[config.mk]
export PLATFORM = sky130hd
export DESIGN_NAME = sei_hdr_metadata_parser
export DESIGN_NICKNAME = d
export VERILOG_FILES = /design/src/shmp_pkg.sv /design/src/sei_hdr_metadata_parser.sv /design/src/shmp_fifo.sv /design/src/shmp_front.sv /design/src/shmp_back.sv
export SDC_FILE = /design/constraint.sdc
export NUM_CORES = 1
export LEC_CHECK = 0
export ABC_AREA = 0
export BUFFER_PORTS_ARGS = -buffer_cell sky130_fd_sc_hd__buf_4
export CAP_MARGIN = 20
export CORE_MARGIN = 2
export CORE_UTILIZATION = 55
export DETAILED_ROUTE_END_ITERATION = 6
export PLACE_DENSITY = 0.71
export REMOVE_ABC_BUFFERS = 1
export SETUP_SLACK_MARGIN = 0.2
export SKIP_LAST_GASP = 1
export SLEW_MARGIN = 10
export SYNTH_ARGS = -nofsm -noshare
export SYNTH_HDL_FRONTEND = slang
export SYNTH_SLANG_ARGS = --single-unit
[constraint.sdc]
create_clock -name clk -period 11.4 [get_ports clk]
set_input_delay 1.14 -clock clk [delete_from_list [all_inputs] [get_ports clk]]
set_output_delay 1.14 -clock clk [all_outputs]
set_load 0.03 [all_outputs]
[src/shmp_pkg.sv]
package shmp_pkg;

	localparam int STORE_DEPTH = 24;
	localparam int CNT_W = $clog2(STORE_DEPTH + 1);

	localparam logic [7:0] TYPE_MASTERING = 8'd137;
	localparam logic [7:0] TYPE_LIGHT = 8'd144;
	localparam logic [7:0] TYPE_TRANSFER = 8'd147;

	localparam logic [15:0] CHROMA_LIMIT = 16'd50000;
	localparam logic [CNT_W-1:0] MAST_BYTES = CNT_W'(STORE_DEPTH);
	localparam logic [CNT_W-1:0] CLL_BYTES = CNT_W'(4);

	localparam logic [3:0] MAST_WIDE_IDX = 4'd8;
	localparam logic [3:0] MAST_LAST_IDX = 4'd9;
	localparam logic [3:0] LIGHT_LAST_IDX = 4'd1;

	typedef enum logic [1:0] {
		ST_OK = 2'd0,
		ST_SHORT = 2'd1,
		ST_INVALID = 2'd2,
		ST_UNKNOWN = 2'd3
	} status_t;

	typedef enum logic [1:0] {
		KIND_MAST = 2'd0,
		KIND_LIGHT = 2'd1,
		KIND_XFER = 2'd2,
		KIND_NONE = 2'd3
	} kind_t;

	typedef logic [STORE_DEPTH-1:0][7:0] bytes_t;

	typedef struct packed {
		logic [7:0] opcode;
		logic [7:0] data_byte;
		logic last_byte;
	} in_t;

	typedef struct packed {
		status_t status;
		logic [3:0] value_index;
		logic [31:0] value;
		logic last_result;
	} out_t;

	typedef struct packed {
		status_t status;
		kind_t kind;
		bytes_t bytes;
	} job_t;

endpackage

[src/sei_hdr_metadata_parser.sv]
// channel  | handshake          | payload             | beat
// ---------+--------------------+---------------------+-------------------------------
// input    | push / full        | item   (in_t)       | one SEI payload byte + type
// result   | empty / pop        | result (out_t)      | one decoded value or error
//
// Cycles: one byte beat per cycle; a payload, even of one byte, may end every cycle.
// Rate: a run of 1, 2 or 10 result beats leaves the back sequencer one per cycle.
// Path: final byte -> job queue -> back run registers -> result queue -> ports.
// Stalls: full rises when the job queue holds JOB_DEPTH payloads; pop held low fills the
//   result queue, then halts the sequencer and the job queue behind it.
// Reset: arst_n clears the byte count, queues and sequencer; stored bytes keep garbage.
module sei_hdr_metadata_parser #(
	parameter int JOB_DEPTH = 2,
	parameter int OUT_DEPTH = 2
) (
	input logic clk,
	input logic arst_n,
	input logic push,
	output logic full,
	input shmp_pkg::in_t item,
	output logic empty,
	input logic pop,
	output shmp_pkg::out_t result
);

	localparam int JOB_W = $bits(shmp_pkg::job_t);
	localparam int OUT_W = $bits(shmp_pkg::out_t);

	logic in_accept;
	logic jq_push;
	logic jq_full;
	logic jq_empty;
	logic jq_pop;
	shmp_pkg::job_t front_job;
	logic [JOB_W-1:0] jq_rd;
	logic res_push;
	logic res_full;
	shmp_pkg::out_t res;
	logic [OUT_W-1:0] oq_rd;

	// accept a byte whenever the job queue can take a finished payload
	assign full = jq_full;
	assign in_accept = push && !full;
	assign jq_push = in_accept && item.last_byte;

	// front: count, hold the first bytes, classify on the final byte
	shmp_front u_front (
		.clk(clk),
		.arst_n(arst_n),
		.accept(in_accept),
		.item(item),
		.job(front_job)
	);

	// decoupling queue of classified payloads
	shmp_fifo #(
		.WIDTH(JOB_W),
		.DEPTH(JOB_DEPTH)
	) u_job_q (
		.clk(clk),
		.arst_n(arst_n),
		.wr_en(jq_push),
		.wr_data(front_job),
		.rd_en(jq_pop),
		.rd_data(jq_rd),
		.full(jq_full),
		.empty(jq_empty)
	);

	// back: walk each payload's run of values
	shmp_back u_back (
		.clk(clk),
		.arst_n(arst_n),
		.job_valid(!jq_empty),
		.job(shmp_pkg::job_t'(jq_rd)),
		.job_pop(jq_pop),
		.res_full(res_full),
		.res_push(res_push),
		.res(res)
	);

	// result queue: hold beats while the consumer stalls
	shmp_fifo #(
		.WIDTH(OUT_W),
		.DEPTH(OUT_DEPTH)
	) u_out_q (
		.clk(clk),
		.arst_n(arst_n),
		.wr_en(res_push),
		.wr_data(res),
		.rd_en(pop),
		.rd_data(oq_rd),
		.full(res_full),
		.empty(empty)
	);

	assign result = shmp_pkg::out_t'(oq_rd);

	// an error run is a single zero-valued beat
	a_err_single: assert property (@(posedge clk) disable iff (!arst_n)
		(!empty && result.status != shmp_pkg::ST_OK) |->
		(result.last_result && result.value == '0 && result.value_index == '0))
		else $error("error result not a single zero beat");

	// the final mastering value closes its run
	a_mast_last: assert property (@(posedge clk) disable iff (!arst_n)
		(!empty && result.status == shmp_pkg::ST_OK &&
		result.value_index == shmp_pkg::MAST_LAST_IDX) |-> result.last_result)
		else $error("last mastering value without end mark");

	// back-to-back beats within a run step the index by one
	a_idx_step: assert property (@(posedge clk) disable iff (!arst_n)
		($past(res_push && !res.last_result) && res_push) |->
		(res.value_index == 4'($past(res.value_index) + 4'd1)))
		else $error("result index skipped inside a run");

endmodule

[src/shmp_fifo.sv]
module shmp_fifo #(
	parameter int WIDTH = 8,
	parameter int DEPTH = 2
) (
	input logic clk,
	input logic arst_n,
	input logic wr_en,
	input logic [WIDTH-1:0] wr_data,
	input logic rd_en,
	output logic [WIDTH-1:0] rd_data,
	output logic full,
	output logic empty
);

	localparam int PTR_W = $clog2(DEPTH);
	localparam int CNT_W = $clog2(DEPTH + 1);

	logic [WIDTH-1:0] mem_q [DEPTH];
	logic [PTR_W-1:0] wr_ptr_q;
	logic [PTR_W-1:0] rd_ptr_q;
	logic [CNT_W-1:0] count_q;
	logic do_wr;
	logic do_rd;

	assign do_wr = wr_en && !full;
	assign do_rd = rd_en && !empty;
	assign full = (count_q == CNT_W'(DEPTH));
	assign empty = (count_q == '0);
	assign rd_data = mem_q[rd_ptr_q];

	always_ff @(posedge clk) begin
		if (do_wr) begin
			mem_q[wr_ptr_q] <= wr_data;
		end
	end

	always_ff @(posedge clk or negedge arst_n) begin
		if (!arst_n) begin
			wr_ptr_q <= '0;
			rd_ptr_q <= '0;
			count_q <= '0;
		end else begin
			if (do_wr) begin
				wr_ptr_q <= (wr_ptr_q == PTR_W'(DEPTH - 1)) ? '0 : wr_ptr_q + 1'b1;
			end
			if (do_rd) begin
				rd_ptr_q <= (rd_ptr_q == PTR_W'(DEPTH - 1)) ? '0 : rd_ptr_q + 1'b1;
			end
			if (do_wr && !do_rd) begin
				count_q <= count_q + 1'b1;
			end else if (do_rd && !do_wr) begin
				count_q <= count_q - 1'b1;
			end
		end
	end

endmodule

[src/shmp_front.sv]
module shmp_front (
	input logic clk,
	input logic arst_n,
	input logic accept,
	input shmp_pkg::in_t item,
	output shmp_pkg::job_t job
);

	logic [7:0] store_q [shmp_pkg::STORE_DEPTH];
	logic [shmp_pkg::CNT_W-1:0] count_q;
	logic [shmp_pkg::CNT_W-1:0] cnt_new;
	logic room;
	shmp_pkg::bytes_t merged;
	logic chroma_bad;
	logic [31:0] lum_max;
	logic [31:0] lum_min;
	logic [15:0] cll;
	logic [15:0] fall;

	assign room = (count_q < shmp_pkg::MAST_BYTES);
	assign cnt_new = room ? count_q + 1'b1 : count_q;

	// current byte folded in so the final byte is part of the decode
	always_comb begin
		for (int i = 0; i < shmp_pkg::STORE_DEPTH; i++) begin
			merged[i] = (room && count_q == shmp_pkg::CNT_W'(i)) ? item.data_byte : store_q[i];
		end
	end

	always_comb begin
		chroma_bad = 1'b0;
		for (int i = 0; i < 8; i++) begin
			if ({merged[2*i], merged[2*i+1]} > shmp_pkg::CHROMA_LIMIT) begin
				chroma_bad = 1'b1;
			end
		end
	end

	assign lum_max = {merged[16], merged[17], merged[18], merged[19]};
	assign lum_min = {merged[20], merged[21], merged[22], merged[23]};
	assign cll = {merged[0], merged[1]};
	assign fall = {merged[2], merged[3]};

	always_comb begin
		job.bytes = merged;
		job.kind = shmp_pkg::KIND_NONE;
		job.status = shmp_pkg::ST_UNKNOWN;
		case (item.opcode)
			shmp_pkg::TYPE_MASTERING: begin
				job.kind = shmp_pkg::KIND_MAST;
				if (cnt_new < shmp_pkg::MAST_BYTES) begin
					job.status = shmp_pkg::ST_SHORT;
				end else if (chroma_bad || lum_max == '0 || lum_min >= lum_max) begin
					job.status = shmp_pkg::ST_INVALID;
				end else begin
					job.status = shmp_pkg::ST_OK;
				end
			end
			shmp_pkg::TYPE_LIGHT: begin
				job.kind = shmp_pkg::KIND_LIGHT;
				if (cnt_new < shmp_pkg::CLL_BYTES) begin
					job.status = shmp_pkg::ST_SHORT;
				end else if (cll == '0 || fall > cll) begin
					job.status = shmp_pkg::ST_INVALID;
				end else begin
					job.status = shmp_pkg::ST_OK;
				end
			end
			shmp_pkg::TYPE_TRANSFER: begin
				job.kind = shmp_pkg::KIND_XFER;
				job.status = shmp_pkg::ST_OK;
			end
			default: begin
				job.kind = shmp_pkg::KIND_NONE;
				job.status = shmp_pkg::ST_UNKNOWN;
			end
		endcase
	end

	always_ff @(posedge clk) begin
		if (accept && room) begin
			store_q[count_q[shmp_pkg::CNT_W-1:0]] <= item.data_byte;
		end
	end

	always_ff @(posedge clk or negedge arst_n) begin
		if (!arst_n) begin
			count_q <= '0;
		end else if (accept) begin
			count_q <= item.last_byte ? '0 : cnt_new;
		end
	end

endmodule

[src/shmp_back.sv]
module shmp_back (
	input logic clk,
	input logic arst_n,
	input logic job_valid,
	input shmp_pkg::job_t job,
	output logic job_pop,
	input logic res_full,
	output logic res_push,
	output shmp_pkg::out_t res
);

	logic run_valid_q;
	shmp_pkg::status_t run_status_q;
	shmp_pkg::kind_t run_kind_q;
	shmp_pkg::bytes_t run_b_q;
	logic [3:0] run_idx_q;
	logic wide;
	logic res_last;
	shmp_pkg::bytes_t sh_next;

	assign wide = (run_kind_q == shmp_pkg::KIND_MAST) && (run_idx_q >= shmp_pkg::MAST_WIDE_IDX);

	always_comb begin
		res_last = 1'b1;
		res.value = '0;
		if (run_status_q == shmp_pkg::ST_OK) begin
			case (run_kind_q)
				shmp_pkg::KIND_MAST: begin
					res_last = (run_idx_q == shmp_pkg::MAST_LAST_IDX);
					res.value = wide ? {run_b_q[0], run_b_q[1], run_b_q[2], run_b_q[3]}
						: {16'd0, run_b_q[0], run_b_q[1]};
				end
				shmp_pkg::KIND_LIGHT: begin
					res_last = (run_idx_q == shmp_pkg::LIGHT_LAST_IDX);
					res.value = {16'd0, run_b_q[0], run_b_q[1]};
				end
				shmp_pkg::KIND_XFER: begin
					res.value = {24'd0, run_b_q[0]};
				end
				default: begin
					res.value = '0;
				end
			endcase
		end
		res.status = run_status_q;
		res.value_index = (run_status_q == shmp_pkg::ST_OK) ? run_idx_q : 4'd0;
		res.last_result = res_last;
	end

	// advance the byte window by the width of the value just sent
	always_comb begin
		sh_next = '0;
		if (wide) begin
			for (int i = 0; i < shmp_pkg::STORE_DEPTH - 4; i++) begin
				sh_next[i] = run_b_q[i+4];
			end
		end else begin
			for (int i = 0; i < shmp_pkg::STORE_DEPTH - 2; i++) begin
				sh_next[i] = run_b_q[i+2];
			end
		end
	end

	assign res_push = run_valid_q && !res_full;
	assign job_pop = job_valid && (!run_valid_q || (res_push && res_last));

	always_ff @(posedge clk) begin
		if (job_pop) begin
			run_status_q <= job.status;
			run_kind_q <= job.kind;
			run_b_q <= job.bytes;
		end else if (res_push) begin
			run_b_q <= sh_next;
		end
	end

	always_ff @(posedge clk or negedge arst_n) begin
		if (!arst_n) begin
			run_valid_q <= 1'b0;
			run_idx_q <= '0;
		end else if (job_pop) begin
			run_valid_q <= 1'b1;
			run_idx_q <= '0;
		end else if (res_push) begin
			run_valid_q <= !res_last;
			run_idx_q <= run_idx_q + 1'b1;
		end
	end

endmodule

==> results.py, run 1 <==
metrics = {
    "power_and_ir_drop": {
        "p_sw_share_pct": 33.05,
        "power.density_nw_per_um2": 261.6,
        "internal-power_uw": 7372,
        "power_leakage_uw": 0.01439,
        "p_seq_share_pct": 46.4,
        "p_switching_uw": 3638,
        "power_frac_clock_pct": 25.2,
        "comb_power_share_pct": 28.5,
        "ir_drop_v": 0.0002650,
    },
    "worst_setup_path": {
        "critPathMaxStageDelay_ps": 890,
        "cpLargestDelayFamily": "compound AO/OA/AOI/OAI gates",
        "path_cells": "nand2b_1 > nor2_1 > nand2_1 > mux2_2 > ha_1 > o21ai_0 > o21ai_0 > o211ai_1 > a21oi_1 > nor3_1 > o311ai_0 > o211ai_2 > o211ai_1",
        "cp.arrival_ps": 5510,
        "start_kind": "flip-flop",
        "critPathSlowestCell": "dfrtp_1",
        "worstSetupPathType": "flip-flop to flip-flop",
        "crit_path_end_kind": "flip-flop",
        "crit_required_ps": 11860,
        "worstPathMaxFanout": 23,
        "crit_buf_inv": 0,
    },
    "finish": {
        "final_area_um2": 42090,
        "drive_gt1_share_pct": 15.70,
        "diodes": 0,
        "area_growth_pct": 10.71,
        "post-route-util_pct": 61.48,
        "nets": 2823,
    },
    "place": {
        "dpl-instance-area_um2": 39210,
        "port_buffers": 61,
        "place_congestion": 0.8557,
        "pre_cts_slack_ps": 6668,
        "dp_hpwl_um": 50900,
    },
    "floorplanning": {
        "die_w_um": 266.9,
        "rows": 96,
        "die_y_um": 266.9,
        "initial_core_util_pct": 55.53,
        "die_area_um2": 71240,
        "core_area_um2": 68470,
        "io_pins": 62,
    },
    "drt": {
        "dr.pass1.iters": 6,
        "drt-vias-per-instance": 6.073,
        "ant_nets": 0,
        "vias": 22460,
        "drt-total-wl_um": 84260,
        "wl_per_cell_um": 22.79,
        "initialDrtViolationCount": 2214,
        "drc_errors": 0,
    },
    "timing": {
        "rsz0062_at_grt": "no",
        "tightestPinTransition_ps": 1114,
        "finalHoldViolations": 0,
        "clock_skew_ps": 26.80,
        "period_share_pct": 44.28,
        "worst_slack_ps": 6352,
        "drv_slew": 0,
        "finalSetupViolCount": 0,
        "min_period_ps": 5048,
        "clock.fmax_mhz": 198.1,
        "relSlewSlack_pct": 25.76,
    },
    "global_routing": {
        "grt-ovfl-total": 0,
        "grt_pass1_wl_um": 129500,
        "grt_util_all_layers_pct": 23.66,
        "grt_pass1_vias": 22290,
        "grt_max_degree": 186,
        "antenna_found_initial": 0,
    },
    "synthesis": {
        "ys_seq_area_share_pct": 68.95,
        "synth_top_family_by_area": "simple AND/OR/NAND/NOR gates",
        "synth_top_cells_by_area": "edfxtp_1 68%, mux2_2 5.7%, nand2_1 3.9%",
        "synth.top_cell.area_share_pct": 67.77,
        "synthAdderAreaFrac_pct": 1.876,
        "synth-edff-count": 858,
        "syn-instance-count": 2733,
        "synth_xor_area_share_pct": 0.3456,
        "ys_ff_latch": 876,
        "synth_compound_area_share_pct": 8.362,
        "synthArstFlopShare_pct": 2.055,
        "yosys_warnings": 0,
        "synth_area_leader_cell": "edfxtp_1",
        "synth_simple_gate_area_share_pct": 10.14,
        "ys_types": 68,
        "synthMuxAreaShare_pct": 7.790,
        "synth.avg_cell_area_um2": 13.91,
        "syn-cell-area_um2": 38020,
        "synthFlopType": "edfxtp_1",
    },
    "status": {
        "status": "finished clean",
    },
    "min_path": {
        "min_path_type": "primary input to asynchronous set/reset pin",
    },
    "cts": {
        "cts_root_buffer": "clkbuf_16",
        "clkTransAtPathRegs_ps": 70,
        "cts_max_level": 3,
        "post_cts_buffers": 0,
        "cts_hold_buf": 0,
        "clkLatencyLatePin_ps": 640,
        "post_cts_resized": 0,
        "cts_tree": "done",
        "clock_path_buffers": 3,
        "cts_buffers": 89,
        "cts.sinks": 876,
    },
    "run": {
        "drv_cap": 0,
    },
}
cell usage after synthesis, types with 18 or more instances:
cell      count
a211oi_1    166
a21oi_1      38
a31oi_1     161
and2_1       19
and3_1       18
buf_2        25
clkbuf_1    141
dfrtp_1      18
edfxtp_1    858
ha_1         57
inv_1        66
mux2_2      191
mux2i_1      81
nand2_1     392
nand3_1      29
nor2_1       85
nor2b_1     165
o21ai_0      44
power by group through the flow:
stage                     Sequential, µW  Clock, µW  Combinational [µW]
after floorplan                     5180          0                2120
after global placement              5170          0                2950
after detailed placement            5210          0                3040
after CTS                           5150       2810                3050
after global routing                5170       2930                3450
final                               5110       2770                3140
layer usage:
| layer | track usage [%] | vias up | part of all wire, % |
|---|---|---|---|
| li1 | - | 10360 | - |
| met1 | 31.84 | 11150 | 42 |
| met2 | 39.67 | 816 | 49 |
| met3 | 3.358 | 139 | 6.3 |
| met4 | 8.214 | 0 | 2.9 |
| met5 | 0 | - | 0 |
cells by family (layout without fill, tap and decap cells):
group,Yosys count,after routing
buf+inv,245,328
compound gates,468,468
flops,876,876
xor+xnor,15,15
fa+ha+maj,57,57
mux,272,272
simple gates,800,800
stage by stage:
step	std cells	total power, µW	TNS [ps]	hold WS (ps)
after floorplan	2554	7298	-7294270	460.8
after global placement	3529	8122	0	496.5
after detailed placement	3529	8244	0	515.3
after CTS	3691	11010	0	354.0
after global routing	3698	11560	0	389.3
final	3698	11010	0	384.7
worst register-to-register path, stage by stage, from the launching register on:
cell and delay [ps]:
dfrtp_1 890, nand2b_1 360, nor2_1 480, nand2_1 420
mux2_2 430, ha_1 310, o21ai_0 90, o21ai_0 150
o211ai_1 120, a21oi_1 240, nor3_1 130, o311ai_0 870
o211ai_2 210, o211ai_1 160
final timing paths:
path                                                start  slack [ps]                         endpoint  cells past startpoint
setup reg to reg           u_front.count_q[2]$_DFFE_PN0P_        6350  u_job_q.mem_q[1][195]$_DFFE_PP_                     13
hold reg to reg            u_out_q.count_q[1]$_DFFE_PN0P_         520   u_out_q.count_q[1]$_DFFE_PN0P_                      1
min in group clk           u_out_q.count_q[1]$_DFFE_PN0P_         520   u_out_q.count_q[1]$_DFFE_PN0P_                      1
max in group asynchronous                          arst_n       10750     u_job_q.rd_ptr_q$_DFFE_PN0P_                      1
setup / recovery           u_front.count_q[2]$_DFFE_PN0P_        6350  u_job_q.mem_q[1][195]$_DFFE_PP_                     13
hold / removal                                     arst_n         380   u_out_q.count_q[1]$_DFFE_PN0P_                      1
state kept, by name, indices dropped and copies added, names as in the netlist, 2 cells and up:
register,flops
u_back.run_b_q,192
u_back.run_idx_q,4
u_back.run_kind_q,2
u_back.run_status_q,2
u_front.count_q,5
u_front.store_q,192
u_job_q.count_q,2
u_job_q.mem_q,392
u_out_q.count_q,2
u_out_q.mem_q,78
layout by cell type (no fill, tap or decap), drive strengths merged, types with 3 or more instances in the layout:
| cell | n |
|---|---|
| a221oi | 6 |
| nor4bb | 4 |
| edfxtp | 858 |
| nand4 | 14 |
| nor2 | 88 |
| a211oi | 166 |
| a31oi | 161 |
| or2 | 3 |
| mux2 | 191 |
| nand2 | 392 |
| a22oi | 9 |
| nand2b | 11 |
| nor3 | 17 |
| ha | 57 |
| or3 | 3 |
| o211ai | 5 |
| dfrtp | 18 |
| a21o | 6 |
| o41a | 4 |
| buf | 99 |
| a21oi | 38 |
| o221ai | 3 |
| o21a | 5 |
| o21ai | 46 |
| xnor2 | 7 |
| nor4b | 3 |
| bufinv | 5 |
| or4 | 6 |
| nor2b | 165 |
| and2 | 19 |
| nor4 | 14 |
| and3 | 18 |
| inv | 67 |
| nand3 | 29 |
| nor3b | 4 |
| xor2 | 8 |
| mux2i | 81 |
| clkinv | 39 |
| clkbuf | 117 |
final cells by class:
type	count	area, µm²
inverters	66	247.7
fillers	5027	26370
well taps	882	1104
repair buffers	100	843.3
clock inverters	46	345.3
flip-flops and latches	876	26220
clock buffers	116	2412
multi-input cells	1612	10920
Power figures use the tool's default switching activity.
==> run 2, diff against run 1 <==
clock period = 4.7 ns   (was 11.4 ns; I/O delays follow)
==> run 2 against run 1 <==
Maximum frequency is 22% higher. Power up 140%. Worst setup slack got worse by 5800 ps. Critical path type unchanged. Non-clock buffer count rose by 22. Routed wire length grew 0.39%. Clock-buffer cell count is 1 lower.
==> results.py, run 2 (same netlist as run 1, synthesis figures left out) <==
metrics = {
    "status": {
        "status": "finished clean",
    },
    "power_and_ir_drop": {
        "power_leakage_uw": 0.01449,
        "power.density_nw_per_um2": 631.3,
        "ir_drop_v": 0.0005662,
    },
    "global_routing": {
        "grt_max_degree": 145,
        "grt-ovfl-total": 0,
        "antenna_found_initial": 0,
        "grt_util_all_layers_pct": 23.64,
        "grt_pass1_vias": 22340,
        "grt_pass1_wl_um": 129600,
    },
    "drt": {
        "drt-vias-per-instance": 6.087,
        "ant_nets": 0,
        "drc_errors": 0,
        "drt-total-wl_um": 84590,
        "dr.pass1.iters": 5,
        "vias": 22620,
        "initialDrtViolationCount": 2221,
        "wl_per_cell_um": 22.77,
    },
    "cts": {
        "clock_path_buffers": 3,
        "cts_buffers": 89,
        "clkLatencyLatePin_ps": 630,
        "cts_root_buffer": "clkbuf_16",
        "post_cts_resized": 0,
        "clkTransAtPathRegs_ps": 60,
        "cts_max_level": 3,
        "cts.sinks": 876,
        "cts_tree": "done",
    },
    "finish": {
        "area_growth_pct": 11.39,
        "drive_gt1_share_pct": 16.34,
        "nets": 2845,
        "final_common_cell": "edfxtp_1",
        "top_register": "u_job_q.mem_q",
        "largest_register_ffs": 392,
        "diodes": 0,
        "final_cell_mix": "858 x edfxtp_1, 391 x nand2_1, 191 x mux2_2",
        "nFillCells": 4947,
    },
    "timing": {
        "finalSetupViolCount": 0,
        "holdWs_ps": 136.7,
        "tns_ps": 0,
        "min_period_ps": 4131,
        "clock_skew_ps": 17.65,
        "relSlewSlack_pct": 27.89,
        "worst_slack_ps": 568.5,
        "period_share_pct": 87.90,
        "drv_slew": 0,
        "clock.fmax_mhz": 242.0,
        "rsz0062_at_grt": "no",
        "tightestPinTransition_ps": 1073,
        "finalHoldViolations": 0,
    },
    "worst_setup_path": {
        "worstSetupPathType": "flip-flop to flip-flop",
        "cp.arrival_ps": 4490,
        "start_kind": "flip-flop",
        "crit_path_end_kind": "flip-flop",
        "critPathMaxStageDelay_ps": 510,
        "worstPathMaxFanout": 11,
        "crit_required_ps": 5050,
        "path_cells": "inv_1 > ha_1 > nor4bb_2 > buf_4 > mux2i_1 > ha_1 > a211oi_1 > o21ai_0 > o211ai_1 > a21oi_1 > nor3_1 > o311ai_0 > buf_4 > o211ai_2 > o211ai_1",
        "critPathSlowestCell": "mux2i_1",
    },
    "run": {
        "drv_cap": 0,
    },
    "floorplanning": {
        "io_pins": 62,
        "rows": 96,
        "core_area_um2": 68470,
        "die_w_um": 266.9,
        "die_area_um2": 71240,
        "die_y_um": 266.9,
        "initial_core_util_pct": 55.53,
    },
    "place": {
        "pre_cts_slack_ps": 620.4,
        "dp_hpwl_um": 51730,
        "port_buffers": 61,
        "place_congestion": 0.8990,
    },
    "min_path": {
        "min_path_type": "primary input to flip-flop",
    },
}
-- run 2: cell count changes in the layout (fill, tap and decap cells not counted), sizes merged --
cell         before  now
buf              99  121
clkinvlp          1    5
clkbuf          117  115
bufinv            5    6
inv              67   69
dlygate4sd3       0    1
clkinv           39   28
-- run 2: what timing repair did --
item                                   4_1_cts  5_1_grt
hold buffers                                 1        0
setup buffers                                0        0
endpoints found under the hold margin       18        0
-- run 2: area by class of cell --
type,count,area (µm²),share of cell area (%)
clock buffer,115,2387,5.637
multi-input combinational,1612,10920,25.79
clock inverter,42,362.8,0.8568
tap,882,1104,2.606
inverter,66,247.7,0.5850
sequential,876,26220,61.91
timing repair buffer,122,1109,2.618
-- run 2: report_power, final --
part | switching [µW] | internal, µW
Combinational | 4930 | 2660
Clock | 2820 | 3900
Sequential | 1030 | 11400
-- run 2: metrics by stage --
step / total power, µW / instance area, µm² / std cells / util (%)
2_1_floorplan: 16100 / 37300 / 2554 / -
3_3_place_gp: 19860 / 39530 / 3555 / 57.74
3_5_place_dp: 20120 / 39560 / 3556 / 57.78
4_1_cts: 26860 / 42320 / 3714 / 61.81
5_1_grt: 28060 / 42350 / 3715 / 61.85
6_report: 26740 / 42350 / 3715 / 61.85
-- run 2: metal layers --
layer	part of all wire (%)	GRT usage [%]
met1	42	32.02
met2	49	39.51
met3	5.9	2.943
met4	3.0	8.624
met5	0	0
-- run 2: worst paths after layout --
kind                       depth (start not counted)                         endpoint                      startpoint  slack [ps]
max                                               15  u_job_q.mem_q[0][195]$_DFFE_PP_  u_front.count_q[1]$_DFFE_PN0P_         570
min                                                2   u_front.count_q[3]$_DFFE_PN0P_                         item[0]         140
max reg2reg                                       15  u_job_q.mem_q[0][195]$_DFFE_PP_  u_front.count_q[1]$_DFFE_PN0P_         570
min reg2reg                                        1   u_out_q.count_q[1]$_DFFE_PN0P_  u_out_q.count_q[1]$_DFFE_PN0P_         530
max in group asynchronous                          2     u_job_q.rd_ptr_q$_DFFE_PN0P_                          arst_n        4150
min in group asynchronous                          2     u_out_q.rd_ptr_q$_DFFE_PN0P_                          arst_n         290
-- run 2: worst max-delay path: cells and delay by family, from the launching register on --
| family | cells | cell delay (ps) |
|---|---|---|
| muxes | 1 | 510 |
| adders and majority gates | 2 | 560 |
| buffers and inverters | 3 | 590 |
| DFF | 1 | 430 |
| AOI/OAI and AO/OA | 7 | 1160 |
| and+or+nand+nor | 2 | 610 |
